$ cat src/hdl/stkcalc_pkg.sv
package stkcalc_pkg;

  // Input command codes
  typedef enum logic [2:0] {
    CMD_PUSH     = 3'd0,
    CMD_POP      = 3'd1,
    CMD_ADD      = 3'd2,
    CMD_SUB      = 3'd3,
    CMD_MUL      = 3'd4,
    CMD_DIV      = 3'd5,
    CMD_PEEK_TOP = 3'd6,
    CMD_PEEK_BOT = 3'd7
  } cmd_e;

  // Result status codes
  typedef enum logic [2:0] {
    ST_OK      = 3'd0,
    ST_EMPTY   = 3'd1,
    ST_FEW     = 3'd2,
    ST_INDEX   = 3'd3,
    ST_DIVZERO = 3'd4,
    ST_FULL    = 3'd5
  } status_e;

  // Command class after decode
  typedef enum logic [2:0] {
    K_PUSH     = 3'd0,
    K_POP      = 3'd1,
    K_BIN      = 3'd2,
    K_PEEK_TOP = 3'd3,
    K_PEEK_BOT = 3'd4
  } kind_e;

  typedef enum logic [1:0] {
    ALU_ADD = 2'd0,
    ALU_SUB = 2'd1,
    ALU_MUL = 2'd2,
    ALU_DIV = 2'd3
  } alu_e;

  typedef struct packed {
    logic [2:0]         command;
    logic signed [31:0] operand_value;
    logic [7:0]         position;
  } in_item_t;

  typedef struct packed {
    logic signed [31:0] result_value;
    logic [2:0]         status;
    logic [8:0]         depth;
  } out_item_t;

  // Decoded command as it travels through the queue
  typedef struct packed {
    kind_e       kind;
    alu_e        alu;
    logic [31:0] value;
    logic [7:0]  position;
  } op_t;

  typedef struct packed {
    logic        start;
    logic [31:0] num;
    logic [31:0] den;
  } div_req_t;

  typedef struct packed {
    logic        done;
    logic [31:0] quot;
  } div_rsp_t;

  localparam int unsigned QDEPTH    = 2;
  localparam int unsigned QAW       = $clog2(QDEPTH);
  localparam int unsigned DIV_STEPS = 32;
  localparam int unsigned DIV_CW    = $clog2(DIV_STEPS);

endpackage

$ cat src/hdl/stkcalc_queue.sv
module stkcalc_queue
  import stkcalc_pkg::*;
(
  input  logic clk_i,
  input  logic rst_ni,
  input  logic push_valid_i,
  input  op_t  push_data_i,
  output logic full_o,
  input  logic pop_i,
  output logic valid_o,
  output op_t  data_o
);

  op_t            slots_q [QDEPTH];
  logic [QAW-1:0] wr_ptr_q, wr_ptr_d, rd_ptr_q, rd_ptr_d;
  logic [QAW:0]   fill_q, fill_d;
  logic           do_push, do_pop;

  assign full_o  = fill_q == (QAW+1)'(QDEPTH);
  assign valid_o = fill_q != '0;
  assign data_o  = slots_q[rd_ptr_q];
  assign do_push = push_valid_i & ~full_o;
  assign do_pop  = pop_i & valid_o;

  always_comb begin
    wr_ptr_d = wr_ptr_q;
    rd_ptr_d = rd_ptr_q;
    fill_d   = fill_q;
    if (do_push) begin
      wr_ptr_d = (wr_ptr_q == QAW'(QDEPTH - 1)) ? '0 : wr_ptr_q + QAW'(1);
    end
    if (do_pop) begin
      rd_ptr_d = (rd_ptr_q == QAW'(QDEPTH - 1)) ? '0 : rd_ptr_q + QAW'(1);
    end
    if (do_push && !do_pop) begin
      fill_d = fill_q + (QAW+1)'(1);
    end else if (do_pop && !do_push) begin
      fill_d = fill_q - (QAW+1)'(1);
    end
  end

  always_ff @(posedge clk_i or negedge rst_ni) begin
    if (!rst_ni) begin
      wr_ptr_q <= '0;
      rd_ptr_q <= '0;
      fill_q   <= '0;
    end else begin
      wr_ptr_q <= wr_ptr_d;
      rd_ptr_q <= rd_ptr_d;
      fill_q   <= fill_d;
    end
  end

  always_ff @(posedge clk_i) begin
    if (do_push) begin
      slots_q[wr_ptr_q] <= push_data_i;
    end
  end

endmodule

$ cat config.mk
export PLATFORM = sky130hd
export DESIGN_NAME = stkcalc_queue
export DESIGN_NICKNAME = d
export VERILOG_FILES = /design/src/hdl/stkcalc_pkg.sv /design/src/hdl/stkcalc_queue.sv
export SDC_FILE = /design/constraint.sdc
export NUM_CORES = 1
export LEC_CHECK = 0
export BUFFER_PORTS_ARGS = -buffer_cell sky130_fd_sc_hd__buf_4
export CORE_MARGIN = 2
export CORE_UTILIZATION = 52
export DETAILED_ROUTE_END_ITERATION = 8
export GPL_TIMING_DRIVEN = 0
export PLACE_DENSITY = 0.89
export SETUP_SLACK_MARGIN = 0.02
export SLEW_MARGIN = 20
export SYNTH_ARGS = -nofsm -noshare
export SYNTH_HDL_FRONTEND = slang
export SYNTH_SLANG_ARGS = --single-unit
$ cat constraint.sdc
create_clock -name clk_i -period 3.9 [get_ports clk_i]
set_input_delay 0.78 -clock clk_i [delete_from_list [all_inputs] [get_ports clk_i]]
set_output_delay 0.78 -clock clk_i [all_outputs]
set_load 0.02 [all_outputs]
# Word level (Yosys, flattened, before mapping)
# Memories as Yosys holds them, arrays and structs flattened.
# Cells that the tools add are included.
# W data, S select, Z words.
# word_totals
rom_bits	0
output_inout_bits	47
in_bits	49
word_cells	24
ram_bits	90
reg_bits	4
latchBits	0
mem_count	1
# classes
n_mux	6
n_shift	0
bitwise_logic	3
addsub	4
n_eq_ne	1
div	0
order_cmp	0
reduce_logical	6
multipliers	0
# mem_list
name	words	word_bits	rd	rd_clocked_by_memory_dff	write_ports	line_no	rtl
slots_q	2	45	1	0	1	stkcalc_queue.sv:14	op_t slots_q [QDEPTH];
# op_table
operator	count
$mux W1	4
$mux W2	2
$reduce_bool A2 Y1	2
$add A1 B1 Y1 const B	2
$add A2 B1 Y2 const B	1
$and A1 B1 Y1	2
$eq A2 B2 Y1 const B	1
$logic_and A1 B1 Y1	2
$logic_not A1 Y1	2
$sub A2 B1 Y2 const B	1
$not A1 Y1	1

# Longest topological paths before layout
# depth
depth_word	7
mapped_depth	7

# Least setup slack after synthesis
# Ideal clock, no wire load.
# synth_timing
path_type	in2reg
from	in push_valid_i
to	mem slots_q[0][0] (netlist name) (enable)
slack_ns	0.692
n_path_buf	0
cell_stages	2
arrival_ns	2.760
required_time_ns	3.453
path_cell_list	nand2_1 > nor2_1
# synth_via
elab_chain_cells	3
# synth_rtl
item	line_no	rtl
from (decl)	stkcalc_queue.sv:6	input logic push_valid_i,
$and A1 B1 Y1	stkcalc_queue.sv:22	assign do_push = push_valid_i & ~full_o;
$mux W1	stkcalc_queue.sv:55	if (do_push) begin
$mux W1 (implied by the code)	stkcalc_queue.sv:56	slots_q[wr_ptr_q] <= push_data_i;
to (decl)	stkcalc_queue.sv:14	
# Every way passes these cells.

==> results by group <==
Detailed routing
  • Drt drc: 0
  • DR vias: 1732
  • Vias per cell: 4.72
  • Drt wl/cell: 15.4 um
  • Routed WL: 5640 um
  • Drt pass-1 iters: 4
  • Final antenna-violating net count: 0
  • Iter 0 DRT Violations: 51

STA
  • Slew HR: 57.3%
  • WHS: 227 ps
  • Slew @ Worst Pin: 638 ps
  • Fin crit period: 2270 ps
  • Setup repair after global routing missed its margin: no
  • Max Slew Vio Count: 0
  • Tcrit/Tclk final: 58.3%
  • Peak Freq: 440 MHz
  • Clock Skew: 8.70 ps
  • Final Hold Vio Count: 0
  • Endpoints failing setup: 0

Global route
  • Number of antenna violations at the first check in global routing: 0
  • Largest net degree at the start of global routing: 27
  • First-pass GRT wire length: 8480 um
  • Tot GR Track Use: 15.2%
  • Remaining Overflow, GRT: 0
  • Vias in the first global route: 1750

Power and ir drop
  • Sw Ratio: 31.1%
  • Flop pwr share: 40.6%
  • Combinational share of power: 42.8%
  • Design internal power: 2.46 mW
  • NetSw: 1.11 mW
  • Maximum vdd drop: 594 uV
  • Leakage dissipation: 1.89 nW
  • Power density over the cells: 757 nW/um^2
  • Clock group share of total power: 16.6%

Die
  • Die Wd: 87.8 um
  • Row Count: 30
  • CORE AREA: 6790 um^2
  • Initial Utilization: 53.7%
  • Die Span Y: 87.8 um
  • DIE AREA: 7700 um^2
  • # IOs: 96

Run
  • Maxcap violations: 0

Finish
  • Ant diodes: 0
  • Filler Cell Count: 424
  • Final Cell Area: 4720 um^2
  • Layout cell share with drive strength beyond 1: 59.8%
  • Register area: 2800 um^2
  • Area growth syn-to-layout: 29.3%
  • Multi-input gate area: 754 um^2
  • Fin nets: 317

Logic synthesis
  • Number of flops mapped to enable cells by yosys: 90
  • Syn avg cell area: 22.9 um^2
  • Commonest cells post-synth: edfxtp_1 (90), mux2_4 (39), mux2_2 (6), buf_12 (4), dfrtp_1 (4)
  • Sequential area share after synthesis: 76.8%
  • Area contributors post-synth: edfxtp_1 (74%), mux2_4 (16%), dfrtp_1 (2.7%), buf_12 (2.2%), mux2_2 (1.9%)
  • Cell with the most instances after synthesis: edfxtp_1
  • Mapped Area: 3650 um^2
  • Post-synth top area share: 74.1%
  • Post-Syn Nets: 209
  • FF+latch count, synth: 94
  • YS warnings: 0
  • Cells after Synth: 159
  • Post-synth top area cell: edfxtp_1
  • Main flop type after synthesis: edfxtp_1
  • Yosys cell types: 16
  • Asr flop ratio synth: 4.26%

Critical path
  • Crit path launch type: register
  • Setup CP Type: register to primary output
  • Worst path slowest cell: dfrtp_1
  • Worst Path Arrival: 1490 ps
  • Worst setup EP type: primary output
  • Critical-path cell list: buf_6 > buf_12 > mux2_4 > buf_4
  • Slowest stage delay, CP: 340 ps
  • Crit-path max FO: 10
  • Critical Path RT: 3120 ps

Placement
  • Port Buffers: 95
  • GPL Wtd Cong: 0.634
  • Detailed Place HPWL: 3960 um
  • Post-place instance area: 4540 um^2

CTS
  • Longest Clk Path Bufs: 2
  • CTS Hold Bufs: 0
  • CTS resizes: 0
  • Sink Count: 94
  • Clk slew on worst S/H paths: 80 ps
  • Clock latency on the worst-skew pair: 340 ps
  • CTS tree: yes
  • CTS root buf: clkbuf_8
  • CTS Buf Count: 9
  • H-tree depth: 3
  • # Post-CTS Setup Buffers: 0

Outcome
  • Status: finished clean

Hold path
  • HP Class: input pin to asynchronous set/reset pin
-- stage by stage --
stage	power (mW)	util (%)	setup TNS, ps	cells	worst slack [ps]
global placement	2.96	65.9	-16240	350	-362
global route	3.74	69.4	0	367	1560
floorplan	2.49	-	0	159	692
finish	3.57	69.4	0	367	1630
detailed placement	3.02	66.8	0	352	1760
CTS	3.61	69.4	0	367	1600
-- layer usage --
layer  track usage, %  up-vias  routed length, um
met1             17.7      833               2190
li1                 -      829                  -
met4             7.27        0                109
met2             26.0       60               3050
met5                0        -                  0
met3             4.15       10                291
-- power groups by stage --
stage / Sequential (mW) / Clock (mW) / Combinational [mW]
6_report: 1.45 / 0.592 / 1.53
5_1_grt: 1.47 / 0.645 / 1.62
4_1_cts: 1.45 / 0.607 / 1.55
3_5_place_dp: 1.48 / 0 / 1.55
3_3_place_gp: 1.48 / 0 / 1.48
2_1_floorplan: 1.46 / 0 / 1.03
-- registers in the layout, summed over array words and instances, names as in the netlist --
register  cells
wr_ptr_q      1
rd_ptr_q      1
slots_q      90
fill_q        2
-- critical path, delay by kind of cell, from the launching register on --
family	cells	cell delay [ps]
buf+inv	3	500
flops	1	340
mux	1	310
-- cells in the final DEF (no fill, tap or decap), types with 2 or more instances in the layout --
cell type / instances
buf_4: 95
edfxtp_1: 90
mux2_4: 39
clkbuf_8: 9
mux2_2: 6
buf_12: 5
dfrtp_1: 4
xnor2_1: 3
inv_1: 2
xor2_1: 2
clkbuf_1: 2
clkinvlp_4: 2
-- kinds of logic after synthesis --
kind of cell | after synthesis | synth area share (%)
multiplexers | 45 | 17.9
adder cells (fa/ha/maj) | 1 | 0.343
XOR/XNOR | 5 | 1.20
flip-flops | 94 | 76.8
buffers and inverters | 7 | 2.71
AND/OR/NAND/NOR | 7 | 0.995
-- path summary, 6_finish.rpt --
kind / from / endpoint / slack, ps / cells after the start
max: rd_ptr_q / data_o[20] / 1630 / 4
min reg2reg: fill_q[1] / fill_q[1] / 510 / 1
min in group clk_i: fill_q[1] / fill_q[1] / 510 / 1
max in group asynchronous: rst_ni / fill_q[0] / 3570 / 1
max reg2reg: fill_q[0] / slots_q[0][27] / 2060 / 4
min: rst_ni / fill_q[1] / 230 / 1
-- layout make-up --
type | instances | share of cell area [%]
Sequential cell | 94 | 59.4
Inverter | 2 | 0.159
Clock inverter | 4 | 1.03
Timing Repair Buffer | 97 | 16.1
Buffer | 5 | 1.94
Tap cell | 96 | 2.55
Multi-Input combinational cell | 58 | 16.0
Clock buffer | 11 | 2.79
Power figures use the tool's default switching activity.
