==> config.mk <==
export PLATFORM = sky130hd
export DESIGN_NAME = stkcalc_front
export DESIGN_NICKNAME = d
export VERILOG_FILES = /design/src/hdl/stkcalc_pkg.sv /design/src/hdl/stkcalc_front.sv
export SDC_FILE = /design/constraint.sdc
export NUM_CORES = 1
export LEC_CHECK = 0
export ABC_AREA = 1
export BUFFER_PORTS_ARGS = -buffer_cell sky130_fd_sc_hd__buf_2
export CAP_MARGIN = 15
export CORE_MARGIN = 2
export CORE_UTILIZATION = 37
export DETAILED_ROUTE_END_ITERATION = 12
export PLACE_DENSITY = 0.8
export SLEW_MARGIN = 5
export SYNTH_ARGS = -nofsm -noshare
export SYNTH_HDL_FRONTEND = slang
export SYNTH_SLANG_ARGS = --single-unit
==> constraint.sdc <==
create_clock -name clk_i -period 2.9 [get_ports clk_i]
set_input_delay 0.58 -clock clk_i [delete_from_list [all_inputs] [get_ports clk_i]]
set_output_delay 0.58 -clock clk_i [all_outputs]
set_load 0.005 [all_outputs]
==> src/hdl/stkcalc_pkg.sv <==
package stkcalc_pkg;

  // Input command codes
  typedef enum logic [2:0] {
    CMD_PUSH     = 3'd0,
    CMD_POP      = 3'd1,
    CMD_ADD      = 3'd2,
    CMD_SUB      = 3'd3,
    CMD_MUL      = 3'd4,
    CMD_DIV      = 3'd5,
    CMD_PEEK_TOP = 3'd6,
    CMD_PEEK_BOT = 3'd7
  } cmd_e;

  // Result status codes
  typedef enum logic [2:0] {
    ST_OK      = 3'd0,
    ST_EMPTY   = 3'd1,
    ST_FEW     = 3'd2,
    ST_INDEX   = 3'd3,
    ST_DIVZERO = 3'd4,
    ST_FULL    = 3'd5
  } status_e;

  // Command class after decode
  typedef enum logic [2:0] {
    K_PUSH     = 3'd0,
    K_POP      = 3'd1,
    K_BIN      = 3'd2,
    K_PEEK_TOP = 3'd3,
    K_PEEK_BOT = 3'd4
  } kind_e;

  typedef enum logic [1:0] {
    ALU_ADD = 2'd0,
    ALU_SUB = 2'd1,
    ALU_MUL = 2'd2,
    ALU_DIV = 2'd3
  } alu_e;

  typedef struct packed {
    logic [2:0]         command;
    logic signed [31:0] operand_value;
    logic [7:0]         position;
  } in_item_t;

  typedef struct packed {
    logic signed [31:0] result_value;
    logic [2:0]         status;
    logic [8:0]         depth;
  } out_item_t;

  // Decoded command as it travels through the queue
  typedef struct packed {
    kind_e       kind;
    alu_e        alu;
    logic [31:0] value;
    logic [7:0]  position;
  } op_t;

  typedef struct packed {
    logic        start;
    logic [31:0] num;
    logic [31:0] den;
  } div_req_t;

  typedef struct packed {
    logic        done;
    logic [31:0] quot;
  } div_rsp_t;

  localparam int unsigned QDEPTH    = 2;
  localparam int unsigned QAW       = $clog2(QDEPTH);
  localparam int unsigned DIV_STEPS = 32;
  localparam int unsigned DIV_CW    = $clog2(DIV_STEPS);

endpackage

==> src/hdl/stkcalc_front.sv <==
module stkcalc_front
  import stkcalc_pkg::*;
(
  input  logic     clk_i,
  input  logic     rst_ni,
  input  logic     in_valid_i,
  output logic     in_stall_o,
  input  in_item_t in_data_i,
  output logic     push_valid_o,
  output op_t      push_data_o,
  input  logic     q_full_i
);

  logic hold_valid_q, hold_valid_d;
  op_t  hold_q, dec;
  logic accept, handoff;

  always_comb begin
    dec.value    = in_data_i.operand_value;
    dec.position = in_data_i.position;
    dec.alu      = ALU_ADD;
    case (cmd_e'(in_data_i.command))
      CMD_PUSH:     dec.kind = K_PUSH;
      CMD_POP:      dec.kind = K_POP;
      CMD_ADD: begin
        dec.kind = K_BIN;
        dec.alu  = ALU_ADD;
      end
      CMD_SUB: begin
        dec.kind = K_BIN;
        dec.alu  = ALU_SUB;
      end
      CMD_MUL: begin
        dec.kind = K_BIN;
        dec.alu  = ALU_MUL;
      end
      CMD_DIV: begin
        dec.kind = K_BIN;
        dec.alu  = ALU_DIV;
      end
      CMD_PEEK_TOP: dec.kind = K_PEEK_TOP;
      CMD_PEEK_BOT: dec.kind = K_PEEK_BOT;
      default:      dec.kind = K_PEEK_BOT;
    endcase
  end

  assign in_stall_o   = hold_valid_q & q_full_i;
  assign accept       = in_valid_i & ~in_stall_o;
  assign handoff      = hold_valid_q & ~q_full_i;
  assign push_valid_o = hold_valid_q;
  assign push_data_o  = hold_q;

  always_comb begin
    hold_valid_d = hold_valid_q;
    if (accept) begin
      hold_valid_d = 1'b1;
    end else if (handoff) begin
      hold_valid_d = 1'b0;
    end
  end

  always_ff @(posedge clk_i or negedge rst_ni) begin
    if (!rst_ni) begin
      hold_valid_q <= 1'b0;
    end else begin
      hold_valid_q <= hold_valid_d;
    end
  end

  always_ff @(posedge clk_i) begin
    if (accept) begin
      hold_q <= dec;
    end
  end

endmodule

Word level (Yosys, flattened, before mapping) --
Cells that the tools add are included. Widths: inputs -> output; s select.
Word-level totals: flip-flop bits (word level) 46, bits in writable memories 0, word-level logic and storage cells 24, latch bits 0, memories 0, bits of input ports 47, output and inout port bits 47, memory bits (read-only) 0
Operators by class: bitwise operators 5, equality and inequality tests 7, order comparisons 0, add/sub/neg operators 0, multiplexer cells 4, $mul 0, divide/modulo/power cells 0, reduce and logical (&&, ||, !) cells 3, shift operators 0
Operators with widths (count):
- $pmux 3 s5 | 1
- $eq 3x3->1 const B | 4
- $eq 3x2->1 const B | 2
- $pmux 2 s3 | 1
- $reduce_or 4->1 | 1
- $and 1x1->1 | 3
- $eq 3x1->1 const B | 1
- $logic_not 3->1 | 1
- $mux 1 | 2
- $not 1->1 | 2
- $reduce_bool 2->1 | 1

Logic depth before layout (Yosys ltp) --
depth after elaboration 4, depth in mapped cells 4, mapped depth without buffers 4

Worst setup path after synthesis --
OpenSTA, ideal clock, no wires.
kind in2reg, from input q_full_i, to register hold_q, in the netlist push_data_o[0] (enable), stages on the path 3, buffers on the path 0, required time 2452 ps, path slack -156 ps, setup time 448 ps, arrival time 2608 ps, cells stage by stage nand2_1 > inv_1 > nor2_1
On the way: longest elaborated chain between the ends 3
Ends and longest elaborated chain:
- start, declared | RTL line stkcalc_front.sv:11 | input logic q_full_i
- $and 1x1->1 | RTL line stkcalc_front.sv:47 | assign in_stall_o = hold_valid_q & q_full_i;
- named net in_stall_o | RTL line stkcalc_front.sv:7 | output logic in_stall_o,
- $not 1->1 | RTL line stkcalc_front.sv:48 | assign accept = in_valid_i & ~in_stall_o;
- $and 1x1->1 | RTL line stkcalc_front.sv:48
- named net accept | RTL line stkcalc_front.sv:16 | logic accept, handoff;
- end signal, assigned | RTL line stkcalc_front.sv:72 | hold_q <= dec;
- end, declared | RTL line stkcalc_front.sv:15 | op_t hold_q, dec;
The timed path passes the listed nets, and every way through them passes these cells. A chain may end at the register's enable or synchronous reset.

Final worst setup path --
from input q_full_i, to register hold_q, in the netlist push_data_o[24] (enable)
On the way: longest elaborated chain between the ends 3
Ends and longest elaborated chain (RTL line):
- $and 1x1->1 | stkcalc_front.sv:47
- $not 1->1 | stkcalc_front.sv:48
- $and 1x1->1 | stkcalc_front.sv:48
- named net accept | stkcalc_front.sv:16
The timed path passes the listed nets, and every way through them passes these cells.

==> metrics.yaml <==
layout.nets: 214
synthDominantAreaCellType: "edfxtp_1"
netlist_instances: 66
yosysMostFrequentCell: "edfxtp_1"
cp_slowest_stage_delay_ps: 490
layout-drive-gt1-share_pct: 60.7
chipWidth_um: 66.8
routedWlPerCell_um: 13.1
power.ir.vdd_worst_uv: 265
netlist_area_sq_um: 1460
setup.worst_path.class: "in2reg"
grt_start_max_net_pins: 25
layout_setup_ws_ps: 1320
drt_iter0_drc: 49
post-dp-hpwl_um: 2190
dp.cells: 208
n_antenna_cell: 0
power.density_nw_per_um2: 627
crit_arrival_ps: 1570
numPortBuffers: 93
power_leakage_nw: 0.944
synth_top_cells_by_count: "edfxtp_1, inv_1, nand2_1"
cp.buffers_inverters: 3
critical_path.max_fanout: 24
starting_density_of_the_core_pct: 39.2
worst_setup_path_startpoint: "q_full_i"
final.fill_count: 307
synth-edff-count: 45
synth_area_per_cell_sq_um: 22.1
yosys_register_bits: 46
track_usage_pct: 12.6
run_status: "finished, final reports clean"
timing.final.max_slew_violations: 0
yosysSeqAreaShare_pct: 94.4
core_sq_um: 3720
global_route.usage.met3_pct: 6.08
post_synth_mux_area_share_pct: 0
yosys.area_share.simple_pct: 3.78
synth-async-reset-ratio_pct: 2.17
combinational_family_with_the_most_area_after_synthesis: "simple AND/OR/NAND/NOR gates"
drv_cap: 0
synth_area_leaders: "edfxtp_1, dfrtp_1, nand3_1, inv_1, nand2_1"
synth-compound-area-share_pct: 0
detailedRoute.firstPassIterationCount: 4
pin_count: 94
cts_root_buf: "clkbuf_8"
finClkSkew_ps: 5.53
cts_resized: 0
vias_per_cell: 4.24
totalWireLength_um: 2830
cp_cell_sequence: "buf_2 > nand2_1 > inv_1 > nor2_4 > buf_12"
kind_of_capture_point_of_the_worst_setup_path: "flip-flop"
grt_setup_unrepaired: "no"
critical-path-top-delay-family: "simple AND/OR/NAND/NOR gates"
timing.slew.headroom_pct: 57.8
tritoncts: "built"
finalCritPeriodShare_pct: 54.5
yosys.area_share.xor_xnor_pct: 0
worst_slew_pin_slew_ps: 631
cts_htree_levels: 2
setup-tns-final_ps: 0
ant_nets: 0
yosys.area_share.adder_pct: 0
clock.fmax_mhz: 632
grt_antenna_before_repair: 0
startpoint_type: "input pin"
r2r_start: "push_valid_o"
synth_flop_cell: "edfxtp_1"
grt_busiest_layer: "met2"
finalHoldViolCount: 0
detailroute.via_count: 915
rows: 22
grt_pass1_vias: 816
die_height_um: 66.8
cts-buffers-inserted: 5
critical_path_required_ps: 2890
globalRouteMet2Util_pct: 18.9
worst_path_max_delay_cell: "nor2_4"
final_core_util_pct: 57.0
syn2layout_area_growth_pct: 45.2
clk_pin_slew_ps: 80
grt_use_met1_pct: 14.7
path_category_of_the_worst_min_delay_check: "in2async"
cts.path.max_buffers: 2
post-cts-setup-buffers: 0
numClockSinks: 46
synth.yosys.warnings: 0
fp.dieArea_sq_um: 4460
place_ws_ps: 985
post-route-min-period_ps: 1580
globalplace.congestion: 0.639
synth.net_count: 113
synth_top_cell_area_share_pct: 92.7
layout.cells.non_filler: 216
clock_insertion_delay_worst_skew_ps: 280
yosysUniqueCellTypes: 7
remaining_drc_errors: 0
grt_first_pass_wirelength_um: 3730
grt.overflow.total: 0
cts_hold_buffers: 0
number_of_setup_violations_in_the_final_report: 0
## sequential cells by signal, indices dropped and copies added, names as in the netlist
name          flops
push_data_o      45
push_valid_o      1
## where the power goes
part	leakage, nW	internal, mW	switching, mW
registers	0.440	0.774	0.00835
logic	0.451	0.0507	0.0489
clock network	0.0524	0.258	0.188
## per-stage QoR
step | instance area, sq um | hold slack [ps] | power (mW)
2_1_floorplan | 1460 | 284 | 0.823
4_1_cts | 2120 | 41.9 | 1.35
3_3_place_gp | 2010 | 356 | 0.894
6_report | 2120 | 51.8 | 1.33
5_1_grt | 2120 | 31.5 | 1.39
3_5_place_dp | 2010 | 355 | 0.900
## final cells by class
| cell class | count | area (sq um) | area share [%] |
|---|---|---|---|
| timing repair buffer | 94 | 485 | 22.9 |
| multi-input combinational | 13 | 62.6 | 2.96 |
| clock inverter | 1 | 30.0 | 1.42 |
| sequential | 46 | 1380 | 65.0 |
| inverter | 7 | 26.3 | 1.24 |
| clock buffer | 7 | 76.3 | 3.61 |
| tap | 48 | 60.1 | 2.84 |
## final timing paths
| kind | slack [ps] | cells past startpoint | end |
|---|---|---|---|
| worst min register to register | 490 | 2 | push_valid_o |
| worst max-delay path | 1320 | 5 | push_data_o[24] |
| max in group asynchronous | 2770 | 1 | push_valid_o |
| min in group clk_i | 470 | 1 | push_data_o[11] |
| worst max register to register | 1330 | 4 | push_data_o[24] |
| worst min-delay path | 50 | 1 | push_valid_o |
## logic make-up after synthesis
| logic type | Yosys count |
|---|---|
| simple gates | 13 |
| buf+inv | 7 |
| flops | 46 |
## metal layers
layer	wire, um	vias to the layer above	share of wire, %
met5	0	-	0
met4	34	0	1.2
met3	405	2	14
met2	1310	66	46
met1	1080	404	38
li1	-	443	-
## cell usage in the layout, fill, tap and decap left out
cell type / synthesis / layout
dfrtp_1: 1 / 1
nor2_4: 0 / 1
nand3_1: 5 / 5
buf_12: 0 / 1
clkbuf_1: 0 / 2
inv_2: 1 / 1
nand2_1: 6 / 6
buf_2: 0 / 93
inv_1: 6 / 6
edfxtp_1: 45 / 45
bufinv_16: 0 / 1
nor2_1: 2 / 1
clkbuf_8: 0 / 5
Note: power is estimated with default switching activity, not from simulation.
