**config.mk**
```make
export PLATFORM = sky130hd
export DESIGN_NAME = stkcalc_divider
export DESIGN_NICKNAME = d
export VERILOG_FILES = /design/src/hdl/stkcalc_pkg.sv /design/src/hdl/stkcalc_divider.sv
export SDC_FILE = /design/constraint.sdc
export NUM_CORES = 1
export LEC_CHECK = 0
export ABC_AREA = 1
export BUFFER_PORTS_ARGS = -buffer_cell sky130_fd_sc_hd__buf_2
export CAP_MARGIN = 40
export CORE_ASPECT_RATIO = 2
export CORE_MARGIN = 3
export CORE_UTILIZATION = 60
export CTS_CLUSTER_DIAMETER = 30
export DETAILED_ROUTE_END_ITERATION = 8
export GPL_TIMING_DRIVEN = 0
export PLACE_DENSITY_LB_ADDON = 0.3
export SYNTH_ARGS = -nofsm -noshare
export SYNTH_HDL_FRONTEND = slang
export SYNTH_SLANG_ARGS = --single-unit
```
**constraint.sdc**
```tcl
create_clock -name clk_i -period 3.25 [get_ports clk_i]
set_input_delay 0.4875 -clock clk_i [delete_from_list [all_inputs] [get_ports clk_i]]
set_output_delay 0.4875 -clock clk_i [all_outputs]
set_load 0.02 [all_outputs]
```
**src/hdl/stkcalc_pkg.sv**
```systemverilog
package stkcalc_pkg;

  // Input command codes
  typedef enum logic [2:0] {
    CMD_PUSH     = 3'd0,
    CMD_POP      = 3'd1,
    CMD_ADD      = 3'd2,
    CMD_SUB      = 3'd3,
    CMD_MUL      = 3'd4,
    CMD_DIV      = 3'd5,
    CMD_PEEK_TOP = 3'd6,
    CMD_PEEK_BOT = 3'd7
  } cmd_e;

  // Result status codes
  typedef enum logic [2:0] {
    ST_OK      = 3'd0,
    ST_EMPTY   = 3'd1,
    ST_FEW     = 3'd2,
    ST_INDEX   = 3'd3,
    ST_DIVZERO = 3'd4,
    ST_FULL    = 3'd5
  } status_e;

  // Command class after decode
  typedef enum logic [2:0] {
    K_PUSH     = 3'd0,
    K_POP      = 3'd1,
    K_BIN      = 3'd2,
    K_PEEK_TOP = 3'd3,
    K_PEEK_BOT = 3'd4
  } kind_e;

  typedef enum logic [1:0] {
    ALU_ADD = 2'd0,
    ALU_SUB = 2'd1,
    ALU_MUL = 2'd2,
    ALU_DIV = 2'd3
  } alu_e;

  typedef struct packed {
    logic [2:0]         command;
    logic signed [31:0] operand_value;
    logic [7:0]         position;
  } in_item_t;

  typedef struct packed {
    logic signed [31:0] result_value;
    logic [2:0]         status;
    logic [8:0]         depth;
  } out_item_t;

  // Decoded command as it travels through the queue
  typedef struct packed {
    kind_e       kind;
    alu_e        alu;
    logic [31:0] value;
    logic [7:0]  position;
  } op_t;

  typedef struct packed {
    logic        start;
    logic [31:0] num;
    logic [31:0] den;
  } div_req_t;

  typedef struct packed {
    logic        done;
    logic [31:0] quot;
  } div_rsp_t;

  localparam int unsigned QDEPTH    = 2;
  localparam int unsigned QAW       = $clog2(QDEPTH);
  localparam int unsigned DIV_STEPS = 32;
  localparam int unsigned DIV_CW    = $clog2(DIV_STEPS);

endpackage

```
**src/hdl/stkcalc_divider.sv**
```systemverilog
module stkcalc_divider
  import stkcalc_pkg::*;
(
  input  logic     clk_i,
  input  logic     rst_ni,
  input  div_req_t req_i,
  output div_rsp_t rsp_o
);

  logic              busy_q, done_q, neg_q;
  logic [DIV_CW-1:0] cnt_q;
  logic [31:0]       rem_q, quo_q, dmag_q;
  logic [31:0]       nmag, dmag;
  logic [32:0]       trial, diff;

  // restoring divide on magnitudes, one quotient bit per cycle
  assign nmag  = req_i.num[31] ? -req_i.num : req_i.num;
  assign dmag  = req_i.den[31] ? -req_i.den : req_i.den;
  assign trial = {rem_q, quo_q[31]};
  assign diff  = trial - {1'b0, dmag_q};

  // floor: mixed signs round toward minus infinity when inexact
  assign rsp_o.done = done_q;
  assign rsp_o.quot = !neg_q ? quo_q : ((rem_q != '0) ? ~quo_q : -quo_q);

  always_ff @(posedge clk_i or negedge rst_ni) begin
    if (!rst_ni) begin
      busy_q <= 1'b0;
      done_q <= 1'b0;
      cnt_q  <= '0;
    end else begin
      done_q <= 1'b0;
      if (req_i.start) begin
        busy_q <= 1'b1;
        cnt_q  <= DIV_CW'(DIV_STEPS - 1);
      end else if (busy_q) begin
        if (cnt_q == '0) begin
          busy_q <= 1'b0;
          done_q <= 1'b1;
        end else begin
          cnt_q <= cnt_q - DIV_CW'(1);
        end
      end
    end
  end

  always_ff @(posedge clk_i) begin
    if (req_i.start) begin
      rem_q  <= '0;
      quo_q  <= nmag;
      dmag_q <= dmag;
      neg_q  <= req_i.num[31] ^ req_i.den[31];
    end else if (busy_q) begin
      if (!diff[32]) begin
        rem_q <= diff[31:0];
        quo_q <= {quo_q[30:0], 1'b1};
      end else begin
        rem_q <= trial[31:0];
        quo_q <= {quo_q[30:0], 1'b0};
      end
    end
  end

endmodule

```
Word level (Yosys, flattened, before mapping) --
Cells that the tools add are included.
Word-level totals: register bits 104, bits in latches 0, memory bits (writable) 0, bits in read-only memories 0, output and inout port bits 33, word-level logic and storage cells 37, memories kept 0
Operators by class: add/subtract/negate cells 5, multipliers 0, div/mod/pow operators 0, $lt $le $gt $ge 0, equal/unequal tests 1, shift operators 0, muxes and demuxes 17, bitwise gates (word level) 2, reduce and logical (&&, ||, !) cells 4
Operators with widths (number):
- two-way mux 32 bit | 6
- negation 32 bit | 3
- subtractor 33 x 32 -> 33 bit | 1
- inverter 32 bit | 1
- nonzero test 32 bit | 1
- two-way mux 31 bit | 1
- two-way mux 5 bit | 3
- two-way mux 1 bit | 7
- zero test 5 bit | 1
- subtractor 5 x 1 -> 5 bit, second input constant | 1
- != test 2 bit, second input constant | 1
- AND reduction 2 bit | 1
- nonzero test 2 bit | 1
- XOR 1 bit | 1

Longest topological paths before layout --
depth in word-level cells 4, depth in mapped cells 18, mapped depth without buffers 17

Worst setup path after synthesis --
No wires, ideal clock.
kind flip-flop to output port, start point register quo_q[1], end point output port rsp_o[20] in the netlist's numbering, arrival time 1.838 ns, slack 0.924 ns, cell stages (with the launch flop) 9, buffers on the path 0, path through edfxtp_1 > inv_1 > ha_1 > nand3_1 > nor3_1 > nand4_1 > or2_2 > o21ai_0 > xnor2_1
RTL lines:
- from (decl) | RTL line stkcalc_divider.sv:12 | logic [31:0] rem_q, quo_q, dmag_q;
- from (signal assigned) | RTL line stkcalc_divider.sv:50 | quo_q <= nmag;
- from (signal assigned) | RTL line stkcalc_divider.sv:56 | quo_q <= {quo_q[30:0], 1'b1};
- from (signal assigned) | RTL line stkcalc_divider.sv:59 | quo_q <= {quo_q[30:0], 1'b0};
- to (decl) | RTL line stkcalc_divider.sv:7 | output div_rsp_t rsp_o

==> results.json <==
{
  "critical_path.startpoint_type": "register",
  "maxCapViolations": 0,
  "drc_errors": 0,
  "setup.worst_path.end_class": "output port",
  "route.vias.total": 10300,
  "cts_root_buffer": "sky130_fd_sc_hd__clkbuf_16",
  "synth-main-ff-cell": "sky130_fd_sc_hd__edfxtp_1",
  "netlist_top_cells_area": "sky130_fd_sc_hd__nand2_1 (20%), sky130_fd_sc_hd__edfxtp_1 (20%), sky130_fd_sc_hd__inv_1 (11%), sky130_fd_sc_hd__dfxtp_1 (6.6%), sky130_fd_sc_hd__nand3_1 (5.6%)",
  "clock-sinks": 104,
  "largest_net_degree_at_the_start_of_global_routing": 35,
  "final_area_um2": 10900,
  "combinational_cell_fraction_of_total_power": 0.345,
  "cp_slowest_cell": "sky130_fd_sc_hd__nor3_1",
  "floorplan.rows": 65,
  "detailed_place.area_um2": 10500,
  "fillCellCount": 1473,
  "total_die_area_um2": 17800,
  "post-synth-top-area-cell": "sky130_fd_sc_hd__nand2_1",
  "switchingPower_uw": 1620,
  "grt_first_pass_wirelength_mm": 48.9,
  "grt_antenna_before_repair": 3,
  "clk_latency_ns": 0.37,
  "pin_count": 100,
  "timing.final.max_slew_violations": 0,
  "kind_of_cell_adding_the_most_delay_to_the_critical_path": "simple AND/OR/NAND/NOR gates",
  "crit_path_frequent_cell": "sky130_fd_sc_hd__nand2_1",
  "initial_utilization": 0.615,
  "multi_input_area_um2": 5650,
  "critical_path.cell_chain": "inv_1 -> nand2_1 -> nor3_1 -> nand4_1 -> xor2_1 -> nand2_1 -> o21ai_0 -> nand2_1 -> o21ai_0 -> buf_2",
  "synth_area_per_cell_um2": 6.21,
  "detail_route.wl_per_cell_um": 16.8,
  "drt_pass1_iterations": 6,
  "cts_tree": "done",
  "clock.fmax_ghz": 0.311,
  "crit_buf_inv": 2,
  "grt_pass1_vias": 10300,
  "share_clk_of_total_power": 0.282,
  "worst-endpoint-arrival_ns": 2.72,
  "final_hold_viol_count": 0,
  "drt-total-wl_mm": 31.6,
  "synth_net_count": 1666,
  "synthToLayoutAreaGrowth_pct": 12.1,
  "io_buffers": 98,
  "synth_edf_count": 65,
  "intPower_uw": 2730,
  "finalCoreUtilization": 0.689,
  "period_needed_ns": 3.21,
  "synth_area_um2": 9700,
  "via_density_per_instance": 5.46,
  "relSlewSlack": 0.473,
  "synth_seq_cells": 104,
  "regArea_um2": 2770,
  "detail_route.iter0.violations": 565,
  "htreeDepth": 3,
  "timing_worst_slew_pin_value_ns": 0.791,
  "floorplan.core_area_um2": 15800,
  "antenna_violating_nets_post_route": 0,
  "worst_hold_path_type": "in -> reg",
  "clk_transition_reported_paths_ns": 0.07,
  "timing.final.setup_violations": 0,
  "total_power_uw": 4350,
  "globalRouteTotalUtil": 0.368,
  "cellPowerDensity_nw_per_um2": 400,
  "worst-setup-path-type": "reg -> out",
  "chipWidth_um": 95.9,
  "synthArstFlopShare": 0.0673,
  "gp_congestion": 0.998,
  "grt_setup_unrepaired": "no",
  "seq_power_share": 0.373,
  "path_max_fanout": 4,
  "netlist.area_leader.share": 0.203,
  "number_of_diodes": 0,
  "clockBufferDepth": 2,
  "total_number_of_nets_in_the_final_design": 1779,
  "skew_ns": 0.00951,
  "p_leak_uw": 0.00579,
  "overflow": 0,
  "worstPathRequired_ns": 2.76,
  "post_route_cells_drive_above_1_share": 0.0995,
  "postSynthCellCount": 1561,
  "die_height_um": 186,
  "critical-path-max-stage-delay_ns": 0.50,
  "sw_frac_of_total": 0.372,
  "yosysSeqAreaShare": 0.285,
  "post-dp-hpwl_mm": 26.1,
  "fin_worst_hold_slack_ns": 0.341,
  "yosys_warnings": 0,
  "synthDistinctLibCells": 48,
  "finalCritPeriodShare": 0.988,
  "result_of_the_run": "finished, final reports clean",
  "vdd.ir_drop.worst_mv": 0.312,
  "numCtsBuffers": 9
}
==> placed cells by master, fill, tap and decap left out, drive strengths merged, types with 32 or more instances in the layout <==
cell type	synthesis	layout
buf	11	112
clkbuf	22	34
dfxtp	32	32
edfxtp	65	65
ha	37	37
inv	299	298
nand2	537	537
nand3	109	109
nor2	138	138
nor3	32	32
o21ai	82	82
xor2	55	55
==> power groups by stage <==
stage	logic [µW]	clock network, µW	registers (µW)
floorplan	979	0	1620
global placement	1430	0	1640
detailed placement	1450	0	1640
CTS	1460	1230	1610
global route	1650	1270	1630
finish	1500	1230	1620
==> flip-flops by register name, indices dropped and copies added, names as in the netlist <==
register  cells
done_q        1
rem_q        32
cnt_q         5
busy_q        1
neg_q         1
dmag_q       32
quo_q        32
==> through the flow <==
step | setup TNS [ns] | worst slack, ns | std cells
5_1_grt | 0 | 0.00734 | 1880
3_5_place_dp | -0.0981 | -0.0981 | 1861
2_1_floorplan | 0 | 0.924 | 1561
3_3_place_gp | -1.91 | -0.589 | 1860
4_1_cts | 0 | 0.0270 | 1878
6_report | 0 | 0.0397 | 1880
==> worst reg2reg max path, stage by stage, from the launching register on <==
cell	delay, ns
sky130_fd_sc_hd__edfxtp_1	0.38
sky130_fd_sc_hd__inv_1	0.07
sky130_fd_sc_hd__ha_1	0.23
sky130_fd_sc_hd__fa_1	0.40
sky130_fd_sc_hd__inv_1	0.08
sky130_fd_sc_hd__nand2_1	0.06
sky130_fd_sc_hd__nand2_1	0.11
sky130_fd_sc_hd__nand3_1	0.08
sky130_fd_sc_hd__nand2_1	0.17
sky130_fd_sc_hd__nand2_1	0.12
sky130_fd_sc_hd__nand2_4	0.10
sky130_fd_sc_hd__nand2_4	0.08
sky130_fd_sc_hd__nand2_4	0.10
sky130_fd_sc_hd__nand2_2	0.08
sky130_fd_sc_hd__nand2_4	0.12
sky130_fd_sc_hd__buf_6	0.17
sky130_fd_sc_hd__o21ai_0	0.08
==> timing repair <==
action / CTS / global route
resized for setup: 3 / 8
setup endpoints to repair: 3 / 10
gates cloned: 0 / 0
hold endpoints to repair: 7 / 0
buffers inserted: 0 / 2
hold buffers: 1 / 0
==> cell usage after synthesis, types with 2 or more instances <==
cell                       instances
sky130_fd_sc_hd__a31oi_1           9
sky130_fd_sc_hd__edfxtp_1         65
sky130_fd_sc_hd__xor2_1           55
sky130_fd_sc_hd__nand4_1          30
sky130_fd_sc_hd__nand2_2           6
sky130_fd_sc_hd__o211ai_1          2
sky130_fd_sc_hd__buf_2             2
sky130_fd_sc_hd__o21ai_1           3
sky130_fd_sc_hd__and2_1            5
sky130_fd_sc_hd__clkinv_1          2
sky130_fd_sc_hd__dfrtp_1           7
sky130_fd_sc_hd__inv_1           296
sky130_fd_sc_hd__nor3_1           31
sky130_fd_sc_hd__or2_2             8
sky130_fd_sc_hd__a21oi_1          27
sky130_fd_sc_hd__and3_1            2
sky130_fd_sc_hd__nand3_1         108
sky130_fd_sc_hd__nor2_2            5
sky130_fd_sc_hd__dfxtp_1          32
sky130_fd_sc_hd__buf_6             4
sky130_fd_sc_hd__o22ai_1           2
sky130_fd_sc_hd__nor4_1            6
sky130_fd_sc_hd__clkbuf_1         22
sky130_fd_sc_hd__buf_4             3
sky130_fd_sc_hd__nor2_1          132
sky130_fd_sc_hd__nand3b_1          3
sky130_fd_sc_hd__ha_1             37
sky130_fd_sc_hd__nand2_1         525
sky130_fd_sc_hd__xnor2_1          30
sky130_fd_sc_hd__inv_2             3
sky130_fd_sc_hd__o21ai_0          78
sky130_fd_sc_hd__nand2_4           5
==> cell type report <==
cell class	instances	share of cell area
multi-input combinational	1122	0.519
sequential	104	0.255
inverter	301	0.105
timing repair buffer	102	0.0499
clock buffer	12	0.0236
tap	201	0.0231
buffer	34	0.0177
clock inverter	4	0.00713
==> routing by layer <==
metal	global-route usage	up-vias	share of wire
met5	0	-	0.00060
met4	0.353	4	0.11
met2	0.698	429	0.54
met3	0.0643	191	0.052
met1	0.296	4544	0.29
li1	-	5093	-
==> path summary, 6_finish.rpt <==
path | startpoint | endpoint | slack, ns | cells past startpoint
max in group asynchronous | rst_ni | busy_q | 2.59 | 2
setup / recovery | quo_q[21] | rsp_o[24] | 0.04 | 10
hold / removal | req_i[0] | dmag_q[0] | 0.34 | 1
hold reg to reg | rem_q[5] | rem_q[5] | 0.48 | 2
min in group asynchronous | rst_ni | cnt_q[2] | 0.50 | 2
setup reg to reg | quo_q[31] | quo_q[0] | 0.57 | 16
==> cell families (layout without fill, tap and decap cells) <==
| family | Yosys count | count (layout) | share of synthesized area |
|---|---|---|---|
| fa+ha+maj | 38 | 38 | 0.0498 |
| compound gates | 127 | 127 | 0.0694 |
| xor+xnor | 85 | 85 | 0.0767 |
| flops | 104 | 104 | 0.285 |
| buf+inv | 335 | 453 | 0.136 |
| simple gates | 872 | 872 | 0.382 |
No activity file was read; power rests on OpenSTA's default activity.
